$ cat src/rtl/core/cku_pkg.sv
`default_nettype none
// ----------------------------------------------------------------------------
// cku_pkg - shared types and constants of the cross-kernel 2x upscaler
// Field widths, register indexes, queue entry layout and the blend function.
// ----------------------------------------------------------------------------
package cku_pkg;

	localparam int PIX_W     = 8;
	localparam int QX_W      = 11;
	localparam int QY_W      = 12;
	localparam int FW_W      = 12;
	localparam int FH_W      = 13;
	localparam int CFG_IDX_W = 2;

	localparam int MIN_SIZE   = 4;
	localparam int MAX_HEIGHT = 4096;
	localparam int FW_RESET   = 640;
	localparam int FH_RESET   = 480;

	localparam int Q_DEPTH = 4;
	localparam int Q_AW    = 2;

	localparam logic [CFG_IDX_W-1:0] REG_FRAME_WIDTH  = 2'd0;
	localparam logic [CFG_IDX_W-1:0] REG_FRAME_HEIGHT = 2'd1;

	typedef struct packed {
		logic [QX_W-1:0]  x;
		logic [QY_W-1:0]  y;
		logic [PIX_W-1:0] tl;
		logic [PIX_W-1:0] tr;
		logic [PIX_W-1:0] bl;
		logic [PIX_W-1:0] br;
		logic             two;
	} quad_entry_t;

	typedef struct packed {
		logic        valid;
		quad_entry_t entry;
	} quad_slot_t;

	// floor((2*self + a + b) / 4)
	function automatic logic [PIX_W-1:0] blend(input logic [PIX_W-1:0] self_px,
		input logic [PIX_W-1:0] a_px, input logic [PIX_W-1:0] b_px);
		logic [PIX_W+1:0] sum;
		sum = {1'b0, self_px, 1'b0} + {2'b00, a_px} + {2'b00, b_px};
		return sum[PIX_W+1:2];
	endfunction

endpackage
`default_nettype wire

$ cat src/rtl/core/cku_queue.sv
`default_nettype none
// ----------------------------------------------------------------------------
// cku_queue - short queue of computed quads between front and back
// Space is reported with one slot held back for the item still in s1.
// ----------------------------------------------------------------------------
module cku_queue (
	input  wire logic       clk,
	input  wire logic       arst_n,
	input  wire cku_pkg::quad_slot_t wr,
	input  wire logic       deq,
	output cku_pkg::quad_slot_t head,
	output logic            space
);
	import cku_pkg::*;

	quad_entry_t     mem_q [Q_DEPTH];
	logic [Q_AW-1:0] wptr_q;
	logic [Q_AW-1:0] rptr_q;
	logic [Q_AW:0]   count_q;
	logic            do_deq;

	assign head.valid = (count_q != '0);
	assign head.entry = mem_q[rptr_q];
	assign space      = (count_q <= (Q_AW+1)'(Q_DEPTH - 2));
	assign do_deq     = deq && head.valid;

	always_ff @(posedge clk or negedge arst_n) begin
		if (!arst_n) begin
			wptr_q  <= '0;
			rptr_q  <= '0;
			count_q <= '0;
		end else begin
			if (wr.valid) begin
				wptr_q <= wptr_q + Q_AW'(1);
			end
			if (do_deq) begin
				rptr_q <= rptr_q + Q_AW'(1);
			end
			if (wr.valid && !do_deq) begin
				count_q <= count_q + (Q_AW+1)'(1);
			end else if (!wr.valid && do_deq) begin
				count_q <= count_q - (Q_AW+1)'(1);
			end
		end
	end

	always_ff @(posedge clk) begin
		if (wr.valid) begin
			mem_q[wptr_q] <= wr.entry;
		end
	end

`ifndef SYNTHESIS
	a_no_overflow: assert property (@(posedge clk) disable iff (!arst_n)
		wr.valid |-> (count_q != (Q_AW+1)'(Q_DEPTH)))
		else $error("quad queue overflow");

	a_space_bound: assert property (@(posedge clk) disable iff (!arst_n)
		!space |-> (count_q >= (Q_AW+1)'(Q_DEPTH - 1)))
		else $error("space withdrawn too early");
`endif

endmodule
`default_nettype wire

$ cat config.mk
export PLATFORM = sky130hd
export DESIGN_NAME = cku_queue
export DESIGN_NICKNAME = d
export VERILOG_FILES = /design/src/rtl/core/cku_pkg.sv /design/src/rtl/core/cku_queue.sv
export SDC_FILE = /design/constraint.sdc
export NUM_CORES = 1
export LEC_CHECK = 0
export BUFFER_PORTS_ARGS = -buffer_cell sky130_fd_sc_hd__buf_2
export CAP_MARGIN = 10
export CORE_AREA = 2 2 159 161
export CTS_BUF_LIST = sky130_fd_sc_hd__clkbuf_4 sky130_fd_sc_hd__clkbuf_8
export DETAILED_ROUTE_END_ITERATION = 10
export DIE_AREA = 0 0 161 163
export GPL_TIMING_DRIVEN = 0
export PLACE_DENSITY = 0.58
export SKIP_CTS_REPAIR_TIMING = 1
export SYNTH_ARGS = -nofsm -noshare
export SYNTH_HDL_FRONTEND = slang
export SYNTH_SLANG_ARGS = --single-unit
$ cat constraint.sdc
create_clock -name clk -period 3.78 [get_ports clk]
set_input_delay 0.189 -clock clk [delete_from_list [all_inputs] [get_ports clk]]
set_output_delay 0.189 -clock clk [all_outputs]
set_load 0.03 [all_outputs]
After elaboration in Yosys (flattened, before gate mapping)
Memory sizes are Yosys's and may differ from the RTL's.
Cells that the tools add are included.
{"block": "op_classes", "add_sub_neg": 4, "shifts": 0, "n_mux": 4, "multipliers": 0, "div": 0, "reduce_logical": 7, "eq_ne": 0, "n_bitwise": 0, "order_cmp": 1}
{"operator": "$mux 3", "n": 2}
{"operator": "$add 2x1->2 const B", "n": 2}
{"operator": "$add 3x1->3 const B", "n": 1}
{"operator": "$le 3x2->1 const B", "n": 1}
{"operator": "$logic_and 1x1->1", "n": 3}
{"operator": "$reduce_bool 3->1", "n": 1}
{"operator": "$sub 3x1->3 const B", "n": 1}
{"operator": "$logic_not 1->1", "n": 2}
{"operator": "$mux 1", "n": 2}
{"operator": "$reduce_bool 2->1", "n": 1}
{"block": "word_totals", "out_inout_bits": 58, "n_memories": 1, "latchBits": 0, "register_bits": 7, "romBits": 0, "ram_bits": 224}
{"name": "mem_q", "words": 4, "width": 56, "rd": 1, "rd_clocked_by_memory_dff": 0, "write_ports": 1, "line": "cku_queue.sv:16", "text": "quad_entry_t mem_q [Q_DEPTH];"}

Depth between registers and ports, before layout
{"block": "depth", "ltp_word": 5, "depth_mapped": 8}

Worst setup path before layout
OpenSTA, ideal clock, no wires.
{"block": "synth_path", "path_kind": "register -> register", "start": "reg wptr_q[0]", "end": "mem mem_q[0][0] (netlist name), enable pin", "path_buffers": 0, "t_arrival_ns": 1.947, "period_less_slack_ns": 2.367, "path_slack_ns": 1.413, "stages_incl_launch_ff": 4, "cell_sequence": "dfrtp_1 > inv_1 > ha_1 > and2_1"}
{"item": "start: declaration", "line": "cku_queue.sv:17", "text": "logic [Q_AW-1:0] wptr_q;"}
{"item": "start signal: assignment", "line": "cku_queue.sv:34", "text": "wptr_q <= wptr_q + Q_AW'(1);"}
{"item": "end: declaration", "line": "cku_queue.sv:16"}
Straight into the memory's write port.

==> impl_table.tex <==
\begin{tabular}{lr}
\hline
Metric & Value \\
\hline
\multicolumn{2}{l}{\textbf{Setup path}} \\
Endpoint of the most critical register-to-register path & count\_q[2]\$\_DFFE\_PN0P\_ \\
Origin of the critical flop-to-flop path & count\_q[0]\$\_DFFE\_PN0P\_ \\
WP data arrival & 2.11 ns \\
Worst r2r path cells & 8 \\
Highest net fanout along the worst path & 10 \\
Sort of element at the end of the critical path & output pin \\
R2r setup slk & roughly 1.7 ns \\
WS Path Type & flop to output pin \\
Required @ worst endpoint & roughly 3.6 ns \\
CP Launch Type & flop \\
\multicolumn{2}{l}{\textbf{Clock network}} \\
Number of sinks handled by clock tree synthesis & between 200 and 250 \\
CTS tree & built \\
Number of buffers on the longest clock path & 3 \\
Clock-pin slew on the worst setup and hold paths & 0.06 ns \\
Clock tree root driver cell & clkbuf\_8 \\
Clock latency on the worst-skew pair & $\sim$0.5 ns \\
Total clock buffers created by CTS & 38 \\
Number of levels the H-tree was split into & 2 \\
\multicolumn{2}{l}{\textbf{Global routing}} \\
Number of global-route vias before repair & 4392 \\
Overall fraction of global-route tracks in use & 0.126 \\
First-pass GRT wire length & 24.8 mm \\
Antenna violations before repair & 1 \\
Overflow left after global routing & 0 \\
Largest net degree at the start of global routing & around 40 \\
\multicolumn{2}{l}{\textbf{Finish}} \\
Layout fillers & roughly 2100 \\
Multi-input gate area in the final layout & approximately 0.0015 mm\^{}2 \\
Layout cells sized above 1 & 0.446 \\
Relative area change from synthesis to final layout & 29.0\% \\
Nets@finish & approximately 610 \\
Sequential Area & slightly below 0.007 mm\^{}2 \\
Final std cell area, no fill & approximately 0.011 mm\^{}2 \\
\multicolumn{2}{l}{\textbf{Power and ir drop}} \\
Design internal power & between 5000 and 6000 uW \\
Sequential share of power & 0.398 \\
Clk network pwr share & 0.247 \\
Sw Ratio & 0.335 \\
Power per standard cell area & between 700 and 800 mW/mm\^{}2 \\
Leakage power summed over all cells & 0.00383 uW \\
Worst ir drop on vdd & 392 uV \\
Switching power total & 2910 uW \\
Total power after layout & 8700 uW \\
Gate power share & 0.355 \\
\multicolumn{2}{l}{\textbf{Drt}} \\
Via count & 4110 \\
DRT Wirelength & 16.6 mm \\
Number of vias per cell & between 4 and 5 \\
DR DRC count & 0 \\
Routed WL per cell & around 18 um \\
Final antenna-violating net count & 0 \\
Number of DRC markers in iteration 0 & 161 \\
Count of TritonRoute iterations in the first routing pass & 4 \\
\multicolumn{2}{l}{\textbf{STA}} \\
Peak Freq & roughly 0.44 GHz \\
Summed negative setup slack over all endpoints & 0 ns \\
Slew at the pin closest to its max-slew limit & slightly above 0.7 ns \\
Post-layout minimum cycle time & between 2 and 2.5 ns \\
Final-report setup violation count & 0 \\
Relative slew slack & 0.524 \\
Least setup slack across all paths after layout & approximately 1.5 ns \\
Total count of max-transition violations in the final report & 0 \\
Setup repair after global routing missed its margin & no \\
Setup skew after layout & about 0.011 ns \\
Worst hold margin & 0.0414 ns \\
Portion of the clock cycle consumed by the worst path in the final layout & 0.608 \\
Final number of hold-violating endpoints & 0 \\
\multicolumn{2}{l}{\textbf{Outcome}} \\
Result of the run & finished, final reports clean \\
\multicolumn{2}{l}{\textbf{Yosys}} \\
Sequential cell area fraction in the yosys report & 0.812 \\
Top cells by instance count after synthesis & edfxtp\_1, mux4\_2, dfrtp\_1, ha\_1 \\
Post-Syn Instances & approximately 330 \\
Yosys top cell by area & edfxtp\_1 \\
Mean instance size in the synthesized netlist & 26.0 um\^{}2 \\
Async set-or-reset flop fraction in the synthesized netlist & 0.0303 \\
Top area cells in the synthesized netlist & edfxtp\_1, mux4\_2, dfrtp\_1 \\
Yosys reg bits & between 200 and 250 \\
Synth Cell Area & 0.00850 mm\^{}2 \\
Post-synth EDFFs & $\sim$220 \\
Primary flip-flop cell chosen by synthesis mapping & edfxtp\_1 \\
Number of library cell types mapped by synthesis & 21 \\
Yosys top cell area share & 0.791 \\
Synth warnings & 0 \\
Most numerous cell in the Yosys netlist & edfxtp\_1 \\
Post-synthesis net count & 393 \\
\multicolumn{2}{l}{\textbf{Placement}} \\
Dpl cell area & around 0.0096 mm\^{}2 \\
Final HPWL DP & around 9.8 mm \\
Weighted congestion at the end of routability-driven global placement & approximately 0.73 \\
Minimum setup slack after placement & approximately 1.6 ns \\
Number of port buffers & around 120 \\
\multicolumn{2}{l}{\textbf{Floorplan}} \\
Horizontal die dimension & about 160 um \\
Rows & 58 \\
\# IOs & between 100 and 150 \\
Die area & between 0.02 and 0.03 mm\^{}2 \\
Y dimension of the die & about 160 um \\
Core region area & about 0.025 mm\^{}2 \\
Starting density of the core & 0.344 \\
\multicolumn{2}{l}{\textbf{Hold path}} \\
Class of the most critical hold timing path & primary input to async pin \\
\multicolumn{2}{l}{\textbf{Job}} \\
Number of violations of the max-capacitance limit & 0 \\
\hline
\end{tabular}
routing by layer:
layer	vias to the layer above	share of wire	GRT usage
li1	1837	-	-
met1	2127	0.41	0.151
met2	114	0.52	0.218
met3	32	0.051	0.0362
met4	0	0.021	0.0459
met5	-	0	0
state kept, by name, indices dropped and copies added (netlist names):
name and cells:
count_q 3, wptr_q 2, mem_q 224, rptr_q 2
layout by cell type, fill, tap and decap left out, types with 2 or more instances in the layout:
cell type,count
edfxtp_1,224
clkinv_1,3
nand2_1,2
buf_16,3
buf_2,121
clkinv_2,2
and2_4,4
xnor2_1,3
ha_1,5
mux4_2,56
dlygate4sd3_1,59
dfrtp_1,7
clkbuf_1,2
xor2_1,3
buf_12,4
buf_4,3
inv_1,3
clkbuf_4,17
clkbuf_8,42
power groups by stage:
| stage | Sequential (uW) | Combinational [uW] | Clock (uW) |
|---|---|---|---|
| 6_report | 3470 | 3090 | 2150 |
| 5_1_grt | 3510 | 3310 | 2330 |
| 4_1_cts | 3470 | 3140 | 2240 |
| 3_5_place_dp | 3530 | 3130 | 0 |
| 3_3_place_gp | 3550 | 3020 | 0 |
| 2_1_floorplan | 3510 | 2210 | 0 |
worst max-delay path, stage by stage, from the launching register on:
cell     delay [ns]
dfrtp_1        0.35
buf_2          0.31
buf_2          0.37
mux4_2         0.37
buf_2          0.20
logic make-up after synthesis:
kind of cell	share of synthesized area
DFF	0.812
muxes	0.150
buffers and inverters	0.0156
and+or+nand+nor	0.00559
xor gates and xnor gates	0.00618
adders and majority gates	0.00972
AOI/OAI and AO/OA	0.00118
worst max-delay path by stage:
stage | startpoint | endpoint | slack [ns]
final | rptr_q[1]$_DFFE_PN0P_ | head[36] | 1.48
after global routing | rptr_q[1]$_DFFE_PN0P_ | head[36] | 1.36
after CTS | rptr_q[1]$_DFFE_PN0P_ | head[36] | 1.37
after detailed placement | count_q[0]$_DFFE_PN0P_ | count_q[2]$_DFFE_PN0P_ | 1.64
after global placement | wptr_q[0]$_DFFE_PN0P_ | mem_q[2][19]$_DFFE_PP_ | 0.18
after floorplan | wptr_q[0]$_DFFE_PN0P_ | mem_q[0][0]$_DFFE_PP_ | 1.41
stage by stage:
step,std cells,util
finish,903,0.444
global route,903,0.444
CTS,843,0.420
detailed placement,778,0.390
global placement,774,0.385
floorplan,327,-
layout make-up:
| class | instances | area share |
|---|---|---|
| sequential | 231 | 0.630 |
| multi-input combinational | 80 | 0.135 |
| timing repair buffer | 180 | 0.117 |
| clock buffer | 59 | 0.0644 |
| tap | 330 | 0.0377 |
| buffer | 13 | 0.0111 |
| clock inverter | 6 | 0.00468 |
| inverter | 3 | 0.00103 |
| antenna | 1 | 0.000228 |
(Power assumes the default switching activity.)
