### src/rtl/core/cku_pkg.sv
`default_nettype none
// ----------------------------------------------------------------------------
// cku_pkg - shared types and constants of the cross-kernel 2x upscaler
// Field widths, register indexes, queue entry layout and the blend function.
// ----------------------------------------------------------------------------
package cku_pkg;

	localparam int PIX_W     = 8;
	localparam int QX_W      = 11;
	localparam int QY_W      = 12;
	localparam int FW_W      = 12;
	localparam int FH_W      = 13;
	localparam int CFG_IDX_W = 2;

	localparam int MIN_SIZE   = 4;
	localparam int MAX_HEIGHT = 4096;
	localparam int FW_RESET   = 640;
	localparam int FH_RESET   = 480;

	localparam int Q_DEPTH = 4;
	localparam int Q_AW    = 2;

	localparam logic [CFG_IDX_W-1:0] REG_FRAME_WIDTH  = 2'd0;
	localparam logic [CFG_IDX_W-1:0] REG_FRAME_HEIGHT = 2'd1;

	typedef struct packed {
		logic [QX_W-1:0]  x;
		logic [QY_W-1:0]  y;
		logic [PIX_W-1:0] tl;
		logic [PIX_W-1:0] tr;
		logic [PIX_W-1:0] bl;
		logic [PIX_W-1:0] br;
		logic             two;
	} quad_entry_t;

	typedef struct packed {
		logic        valid;
		quad_entry_t entry;
	} quad_slot_t;

	// floor((2*self + a + b) / 4)
	function automatic logic [PIX_W-1:0] blend(input logic [PIX_W-1:0] self_px,
		input logic [PIX_W-1:0] a_px, input logic [PIX_W-1:0] b_px);
		logic [PIX_W+1:0] sum;
		sum = {1'b0, self_px, 1'b0} + {2'b00, a_px} + {2'b00, b_px};
		return sum[PIX_W+1:2];
	endfunction

endpackage
`default_nettype wire

### src/rtl/core/cku_back.sv
`default_nettype none
// ----------------------------------------------------------------------------
// cku_back - turn queued quads into results
// A last-row entry is shown twice: its own quad, then the zero quad below.
// ----------------------------------------------------------------------------
module cku_back (
	input  wire logic                      clk,
	input  wire logic                      arst_n,
	input  wire cku_pkg::quad_slot_t       head,
	output logic                           deq,
	output logic                           empty,
	input  wire logic                      pop,
	output logic [cku_pkg::QX_W-1:0]       quad_x,
	output logic [cku_pkg::QY_W-1:0]       quad_y,
	output logic [cku_pkg::PIX_W-1:0]      top_left,
	output logic [cku_pkg::PIX_W-1:0]      top_right,
	output logic [cku_pkg::PIX_W-1:0]      bottom_left,
	output logic [cku_pkg::PIX_W-1:0]      bottom_right,
	output logic                           last_of_item
);
	import cku_pkg::*;

	logic phase_q;
	logic take;
	logic second;

	assign empty  = !head.valid;
	assign take   = pop && head.valid;
	assign second = head.entry.two && phase_q;
	assign deq    = take && (!head.entry.two || phase_q);

	always_ff @(posedge clk or negedge arst_n) begin
		if (!arst_n) begin
			phase_q <= 1'b0;
		end else if (take) begin
			phase_q <= head.entry.two && !phase_q;
		end
	end

	assign quad_x       = head.entry.x;
	assign quad_y       = second ? head.entry.y : head.entry.y - QY_W'(1);
	assign top_left     = second ? '0 : head.entry.tl;
	assign top_right    = second ? '0 : head.entry.tr;
	assign bottom_left  = second ? '0 : head.entry.bl;
	assign bottom_right = second ? '0 : head.entry.br;
	assign last_of_item = !head.entry.two || phase_q;

`ifndef SYNTHESIS
	a_phase_on_pair: assert property (@(posedge clk) disable iff (!arst_n)
		phase_q |-> (head.valid && head.entry.two))
		else $error("second half shown without a last-row entry");

	a_pair_advances: assert property (@(posedge clk) disable iff (!arst_n)
		(take && head.entry.two && !phase_q) |=> (phase_q && !$past(deq)))
		else $error("last-row entry dropped after first quad");
`endif

endmodule
`default_nettype wire

### config.mk
export PLATFORM = sky130hd
export DESIGN_NAME = cku_back
export DESIGN_NICKNAME = d
export VERILOG_FILES = /design/src/rtl/core/cku_pkg.sv /design/src/rtl/core/cku_back.sv
export SDC_FILE = /design/constraint.sdc
export NUM_CORES = 1
export LEC_CHECK = 0
export BUFFER_PORTS_ARGS = -buffer_cell sky130_fd_sc_hd__clkbuf_2
export CORE_MARGIN = 2
export CORE_UTILIZATION = 28
export CTS_BUF_LIST = sky130_fd_sc_hd__clkbuf_2
export CTS_CLUSTER_SIZE = 16
export DETAILED_ROUTE_END_ITERATION = 7
export GPL_ROUTABILITY_DRIVEN = 0
export GPL_TIMING_DRIVEN = 1
export PLACE_DENSITY = 0.91
export SETUP_SLACK_MARGIN = 0.2
export SYNTH_ARGS = -nofsm -noshare
export SYNTH_HDL_FRONTEND = slang
export SYNTH_SLANG_ARGS = --single-unit
### constraint.sdc
create_clock -name clk -period 3.3 [get_ports clk]
set_input_delay 0.66 -clock clk [delete_from_list [all_inputs] [get_ports clk]]
set_output_delay 0.66 -clock clk [all_outputs]
set_load 0.02 [all_outputs]
# ---- Yosys cells after proc, flatten, opt, wreduce, memory -nomap -nowiden
# Cells that the tools add are included.
dict set report word_totals {
  word_cells 15
  ff_bits 1
}
dict set report op_classes {
  n_mux 5
  reduce_logical 8
  n_addsub 1
}
# op n
set ops {}
lappend ops {{$mux 8} 4}
lappend ops {{$mux 12} 1}
lappend ops {{$sub 12x1->12 const B} 1}
lappend ops {{$logic_and 1x1->1} 4}
lappend ops {{$logic_not 1->1} 3}
lappend ops {{$logic_or 1x1->1} 1}

# ---- Depth between registers and ports, before layout
# Gate-level depths: netlist of run 1.
dict set report logic_depth {
  word_depth 3
  depth_mapped 5
}

# ---- Worst setup path after synthesis of run 1
# No wires, ideal clock.
dict set report synth_path {
  path_type {input -> output}
  start {input port head[0] (netlist name)}
  end {output port quad_y[11] (netlist name)}
  path_slack_ns 0.866
  arrival_time_ns 1.774
  t_required_ns 2.640
  n_path_buf 0
  cell_stages 3
  path_cell_list {a2111o_1 > nor4_2 > xor2_1}
}
dict set report synth_via {
  elab_chain_len 2
}
# element line
set synth_rtl {}
lappend synth_rtl {{start, declared} cku_back.sv:9} ;# input wire cku_pkg::quad_slot_t head,
lappend synth_rtl {{$logic_and 1x1->1} cku_back.sv:29} ;# assign second = head.entry.two && phase_q;
lappend synth_rtl {{$mux 12} cku_back.sv:41} ;# assign quad_y = second ? head.entry.y : head.entry.y - QY_W'(1);
lappend synth_rtl {{end, declared} cku_back.sv:14} ;# output logic [cku_pkg::QY_W-1:0] quad_y,
# No other way between the ends.

# ---- Worst setup path after layout of run 1
# Ends and elaborated chain as after synthesis.

==> flow_metrics.env, run 1 <==
export IMPL_clkPwrFrac=0
export IMPL_skew_ns=0
export IMPL_p_comb_frac=0.924
export IMPL_power_density_mw_per_mm2=217
export IMPL_grt_ovfl_total=0
export IMPL_wl_per_cell_um=10.3
export IMPL_hold_viol_final=0
export IMPL_diodes=0
export IMPL_grt_first_pass_wirelength_um=3090
export IMPL_yosysSeqAreaShare=0.0419
export IMPL_grt_start_max_net_pins=37
export IMPL_wl_um=2020
export IMPL_finalMaxSlewViolations=0
export IMPL_grt_setup_unrepaired="false"
export IMPL_yosys_warnings=0
export IMPL_viasPerCell=4.26
export IMPL_antenna_found_initial=0
export IMPL_first_iter_violations=7
export IMPL_p_int_uw=94.9
export IMPL_place_ws_ns=0.684
export IMPL_io_buffers=95
export IMPL_detail_route_antenna_nets=0
export IMPL_syn_nets=149
export IMPL_core_area_mm2=0.00198
export IMPL_drv_cap=0
export IMPL_finalSetupViolCount=0
export IMPL_fillers=210
export IMPL_ff2ff_setup_slack_ns=2.38
export IMPL_postLayoutSetupSlackWorst_ns=0.699
export IMPL_cts_hold_fix_buffers=0
export IMPL_die_w_um=50.2
export IMPL_fin_nets=232
export IMPL_seqPwrFrac=0.076
export IMPL_row_count=16
export IMPL_crit_path_start_kind="input pin"
export IMPL_synth_cells=88
export IMPL_period_minus_slack_ns=2.60
export IMPL_p_leak_uw=0.000588
export IMPL_synth_area_per_cell_um2=6.78
export IMPL_die_h_um=50.2
export IMPL_setup_tns_ns=0
export IMPL_drive_above_1_share=0.580
export IMPL_initial_core_util=0.301
export IMPL_p_sw_frac=0.568
export IMPL_drcViolationCount=0
export IMPL_max_freq_mhz=384
export IMPL_vdd_drop_max_mv=0.143
export IMPL_synthDistinctLibCells=23
export IMPL_maxSlewHeadroom=0.480
export IMPL_dp_hpwl_um=1830
export IMPL_post_cts_buffers=0
export IMPL_ios=118
export IMPL_drtPass1Iterations=4
export IMPL_yosys_register_bits=1
export IMPL_synth_area_um2=597
export IMPL_cp_data_required_time_ns=2.64
export IMPL_first_global_vias=742
export IMPL_crit_path_max_fanout=5
export IMPL_gr_usage_all_layers=0.147
export IMPL_crit_arrival_ns=1.94
export IMPL_largest_register_ffs=1
export IMPL_syn2layout_area_growth_pct=69.6
export IMPL_clock_latency_ns=0
export IMPL_clk_pin_slew_ns=0
export IMPL_post_cts_resized=0
export IMPL_min_path_type="input pin to async pin"
export IMPL_critPathKind="input pin to output port"
export IMPL_worst_slew_pin_slew_ns=0.778
export IMPL_top_regs="phase_q (1)"
export IMPL_vias=835
export IMPL_p_switching_uw=125
export IMPL_outcome="completed"
export IMPL_end_kind="output port"
export IMPL_finalCritPeriodShare=0.788
export IMPL_regMostFlops="phase_q"
export IMPL_die_area_mm2=0.00252
[through the flow]
stage | hold slack, ns | power, uW | utilization | cell area (um2) | std cells
after floorplan | 0.364 | 157 | - | 597 | 88
after global placement | 0.438 | 218 | 0.511 | 1010 | 196
after detailed placement | 0.436 | 221 | 0.511 | 1010 | 196
after CTS | 0.436 | 221 | 0.511 | 1010 | 196
after global routing | 0.440 | 236 | 0.511 | 1010 | 196
final | 0.435 | 220 | 0.511 | 1010 | 196
[worst paths after layout]
path / from / depth (start not counted) / end
max: head[0] / 5 / quad_y[11]
max reg2reg: phase_q$_DFFE_PN0P_ / 2 / phase_q$_DFFE_PN0P_
min reg2reg: phase_q$_DFFE_PN0P_ / 2 / phase_q$_DFFE_PN0P_
min in group clk: phase_q$_DFFE_PN0P_ / 2 / phase_q$_DFFE_PN0P_
min: arst_n / 1 / phase_q$_DFFE_PN0P_
max in group asynchronous: arst_n / 1 / phase_q$_DFFE_PN0P_
[per-layer routing]
metal	part of all wire	GRT usage	vias to the layer above
met3	0.10	0.0149	2
met4	0.00099	0.00463	0
met2	0.49	0.289	55
met1	0.40	0.178	344
met5	0	0	-
li1	-	-	434
[final cells by class]
| cell class | instances | area, um2 | area share |
|---|---|---|---|
| multi-input combinational | 70 | 467 | 0.461 |
| sequential | 1 | 25.0 | 0.0247 |
| tap | 27 | 33.8 | 0.0334 |
| timing repair buffer | 95 | 475 | 0.470 |
| inverter | 3 | 11.3 | 0.0111 |
[synth_stat cells]
cell type   n  area [um2]
xnor2_1     7        61.3
nand4_1     1        6.26
or3_1       1        6.26
nand2_1     5        18.8
dfrtp_1     1        25.0
buf_4      11        82.6
o21ai_0     1        5.00
nand4b_1    1        8.76
nor4_2      2        25.0
clkbuf_1    3        11.3
and2_1     32         200
nand3_1     1        5.00
xor2_1      4        35.0
inv_1       3        11.3
ha_1        1        12.5
or2b_1      1        7.51
nor2b_1     2        12.5
a21oi_1     2        10.0
a2111o_1    1        11.3
or2_2       1        6.26
nor3_1      4        20.0
or4_1       1        7.51
nor2_1      2        7.51
[power by group through the flow]
stage                     sequential [uW]  combinational (uW)  clock, uW
after global routing                 17.1                 219          0
after global placement               16.5                 202          0
final                                16.7                 203          0
after detailed placement             16.7                 204          0
after CTS                            16.7                 205          0
after floorplan                      16.0                 141          0
[critical path, stage by stage]
cell      delay, ns
clkbuf_2       0.10
a2111o_1       0.52
nor4_2         0.29
xor2_1         0.18
clkbuf_2       0.19
[placed cells by master (no fill, tap or decap), drive strengths merged]
| master | count |
|---|---|
| xnor2 | 7 |
| clkbuf | 95 |
| or4 | 1 |
| nor3 | 4 |
| xor2 | 4 |
| nand4b | 1 |
| inv | 3 |
| nand2 | 5 |
| nand4 | 1 |
| ha | 1 |
| nor2b | 2 |
| or2 | 1 |
| nor2 | 2 |
| nand3 | 1 |
| or2b | 1 |
| a21oi | 2 |
| and2 | 32 |
| nor4 | 2 |
| a2111o | 1 |
| dfrtp | 1 |
| o21ai | 1 |
| or3 | 1 |
[logic make-up after synthesis]
family          Yosys count  share of synthesized area
buf+inv                  17                      0.176
fa+ha+maj                 1                     0.0210
flops                     1                     0.0419
compound gates            4                     0.0440
simple gates             54                      0.556
xor+xnor                 11                      0.161
Power figures use the tool's default switching activity.
==> run 2: changes to the inputs <==
CORE_UTILIZATION = 26   (was 28)
PLACE_DENSITY = 0.85   (was 0.91)
clock period = 2.6 ns   (was 3.3 ns; I/O delays follow)
==> flow_metrics.env, run 2 (same netlist as run 1, synthesis figures left out) <==
export IMPL_outcome="completed"
export IMPL_final_common_cell="clkbuf_2"
export IMPL_ios=118
export IMPL_die_h_um=51.9
export IMPL_p_switching_uw=156
export IMPL_power_density_mw_per_mm2=273
export IMPL_finalPower_uw=279
export IMPL_drtPass1Iterations=2
export IMPL_grt_first_pass_wirelength_um=2950
export IMPL_p_comb_frac=0.923
export IMPL_vdd_drop_max_mv=0.173
export IMPL_path_cells="clkbuf_2 -> a2111o_1 -> nor4_2 -> xor2_1 -> clkbuf_2"
export IMPL_crit_path_max_fanout=5
export IMPL_antenna_found_initial=0
export IMPL_top_regs="phase_q (1)"
export IMPL_multi_input_area_um2=467
export IMPL_fin_nets=233
export IMPL_first_global_vias=736
export IMPL_end_kind="output port"
export IMPL_finalCritPeriodShare=0.876
export IMPL_vias=840
export IMPL_first_iter_violations=2
export IMPL_finalMaxSlewViolations=0
export IMPL_gr_usage_all_layers=0.135
export IMPL_crit_arrival_ns=1.76
export IMPL_min_path_type="input pin to async pin"
export IMPL_wl_per_cell_um=9.63
export IMPL_diodes=0
export IMPL_maxSlewHeadroom=0.762
export IMPL_clk_pin_slew_ns=0
export IMPL_dp_hpwl_um=1720
export IMPL_cts_hold_fix_buffers=0
export IMPL_regMostFlops="phase_q"
export IMPL_p_leak_uw=0.000592
export IMPL_setup_tns_ns=0
export IMPL_die_w_um=51.9
export IMPL_syn2layout_area_growth_pct=71.1
export IMPL_hold_slack_ns=0.296
export IMPL_skew_ns=0
export IMPL_grt_start_max_net_pins=25
export IMPL_die_area_mm2=0.00269
export IMPL_grt_ovfl_total=0
export IMPL_wl_um=1910
export IMPL_initial_core_util=0.272
export IMPL_drv_cap=0
export IMPL_largest_register_ffs=1
export IMPL_clkPwrFrac=0
export IMPL_finalSetupViolCount=0
export IMPL_crit_path_start_kind="input pin"
export IMPL_critPathKind="input pin to output port"
export IMPL_drive_above_1_share=0.582
export IMPL_seqPwrFrac=0.077
export IMPL_max_freq_mhz=439
export IMPL_core_area_mm2=0.00219
export IMPL_drcViolationCount=0
export IMPL_post_cts_buffers=0
export IMPL_io_buffers=95
export IMPL_cp_data_required_time_ns=2.08
export IMPL_viasPerCell=4.24
export IMPL_period_minus_slack_ns=2.28
export IMPL_detail_route_antenna_nets=0
export IMPL_fillers=246
export IMPL_post_cts_resized=0
export IMPL_crit_top_cell="clkbuf_2"
export IMPL_crit_path_top_delay_cell="a2111o_1"
export IMPL_max_stage_delay_ns=0.50
export IMPL_mostFrequentLayoutCells="95 x clkbuf_2, 32 x and2_1, 7 x xnor2_1"
export IMPL_row_count=17
export IMPL_regArea_um2=25.0
export IMPL_hold_viol_final=0
export IMPL_grt_setup_unrepaired="false"
export IMPL_p_sw_frac=0.561
export IMPL_clock_latency_ns=0
export IMPL_p_int_uw=122
export IMPL_worst_slew_pin_slew_ns=0.356
==> run 2: cell count changes in the layout (fill, tap and decap cells not counted) <==
cell	delta
buf_4	+1
==> run 2: worst max-delay path, delay by kind of cell <==
| family | cells | cell delay (ns) |
|---|---|---|
| simple gates | 1 | 0.27 |
| xor+xnor | 1 | 0.17 |
| compound gates | 1 | 0.50 |
| buf+inv | 2 | 0.28 |
==> run 2: metrics by stage <==
stage / cell area, um2 / cells / util / setup WS, ns
floorplan: 597 / 88 / - / 0.446
global placement: 1020 / 198 / 0.466 / 0.338
detailed placement: 1020 / 198 / 0.466 / 0.332
CTS: 1020 / 198 / 0.466 / 0.322
global route: 1020 / 198 / 0.466 / 0.200
finish: 1020 / 198 / 0.466 / 0.322
==> run 2: area by class of cell <==
cell class / instances / share of cell area
inverter: 3 / 0.0110
multi-input combinational: 70 / 0.457
sequential: 1 / 0.0245
tap: 28 / 0.0343
timing repair buffer: 96 / 0.473
==> run 2: routing by layer <==
layer	GRT usage	wire, um
met2	0.264	978
met1	0.156	755
met5	0	0
met3	0.0201	174
met4	0.0132	0
==> run 2: path summary, 6_finish.rpt <==
| path | start | endpoint | slack, ns | depth (start not counted) |
|---|---|---|---|---|
| min | arst_n | phase_q$_DFFE_PN0P_ | 0.30 | 1 |
| max | head[0] | quad_y[11] | 0.32 | 5 |
| max in group asynchronous | arst_n | phase_q$_DFFE_PN0P_ | 2.22 | 1 |
| max reg2reg | phase_q$_DFFE_PN0P_ | phase_q$_DFFE_PN0P_ | 1.67 | 2 |
| min reg2reg | phase_q$_DFFE_PN0P_ | phase_q$_DFFE_PN0P_ | 0.57 | 2 |
| min in group clk | phase_q$_DFFE_PN0P_ | phase_q$_DFFE_PN0P_ | 0.57 | 2 |
==> run 2: power by group through the flow <==
stage,Sequential [uW],Clock [uW],Combinational [uW]
detailed placement,21.2,0,260
finish,21.5,0,257
floorplan,20.4,0,178
global route,22.0,0,280
CTS,21.4,0,261
global placement,21.1,0,257
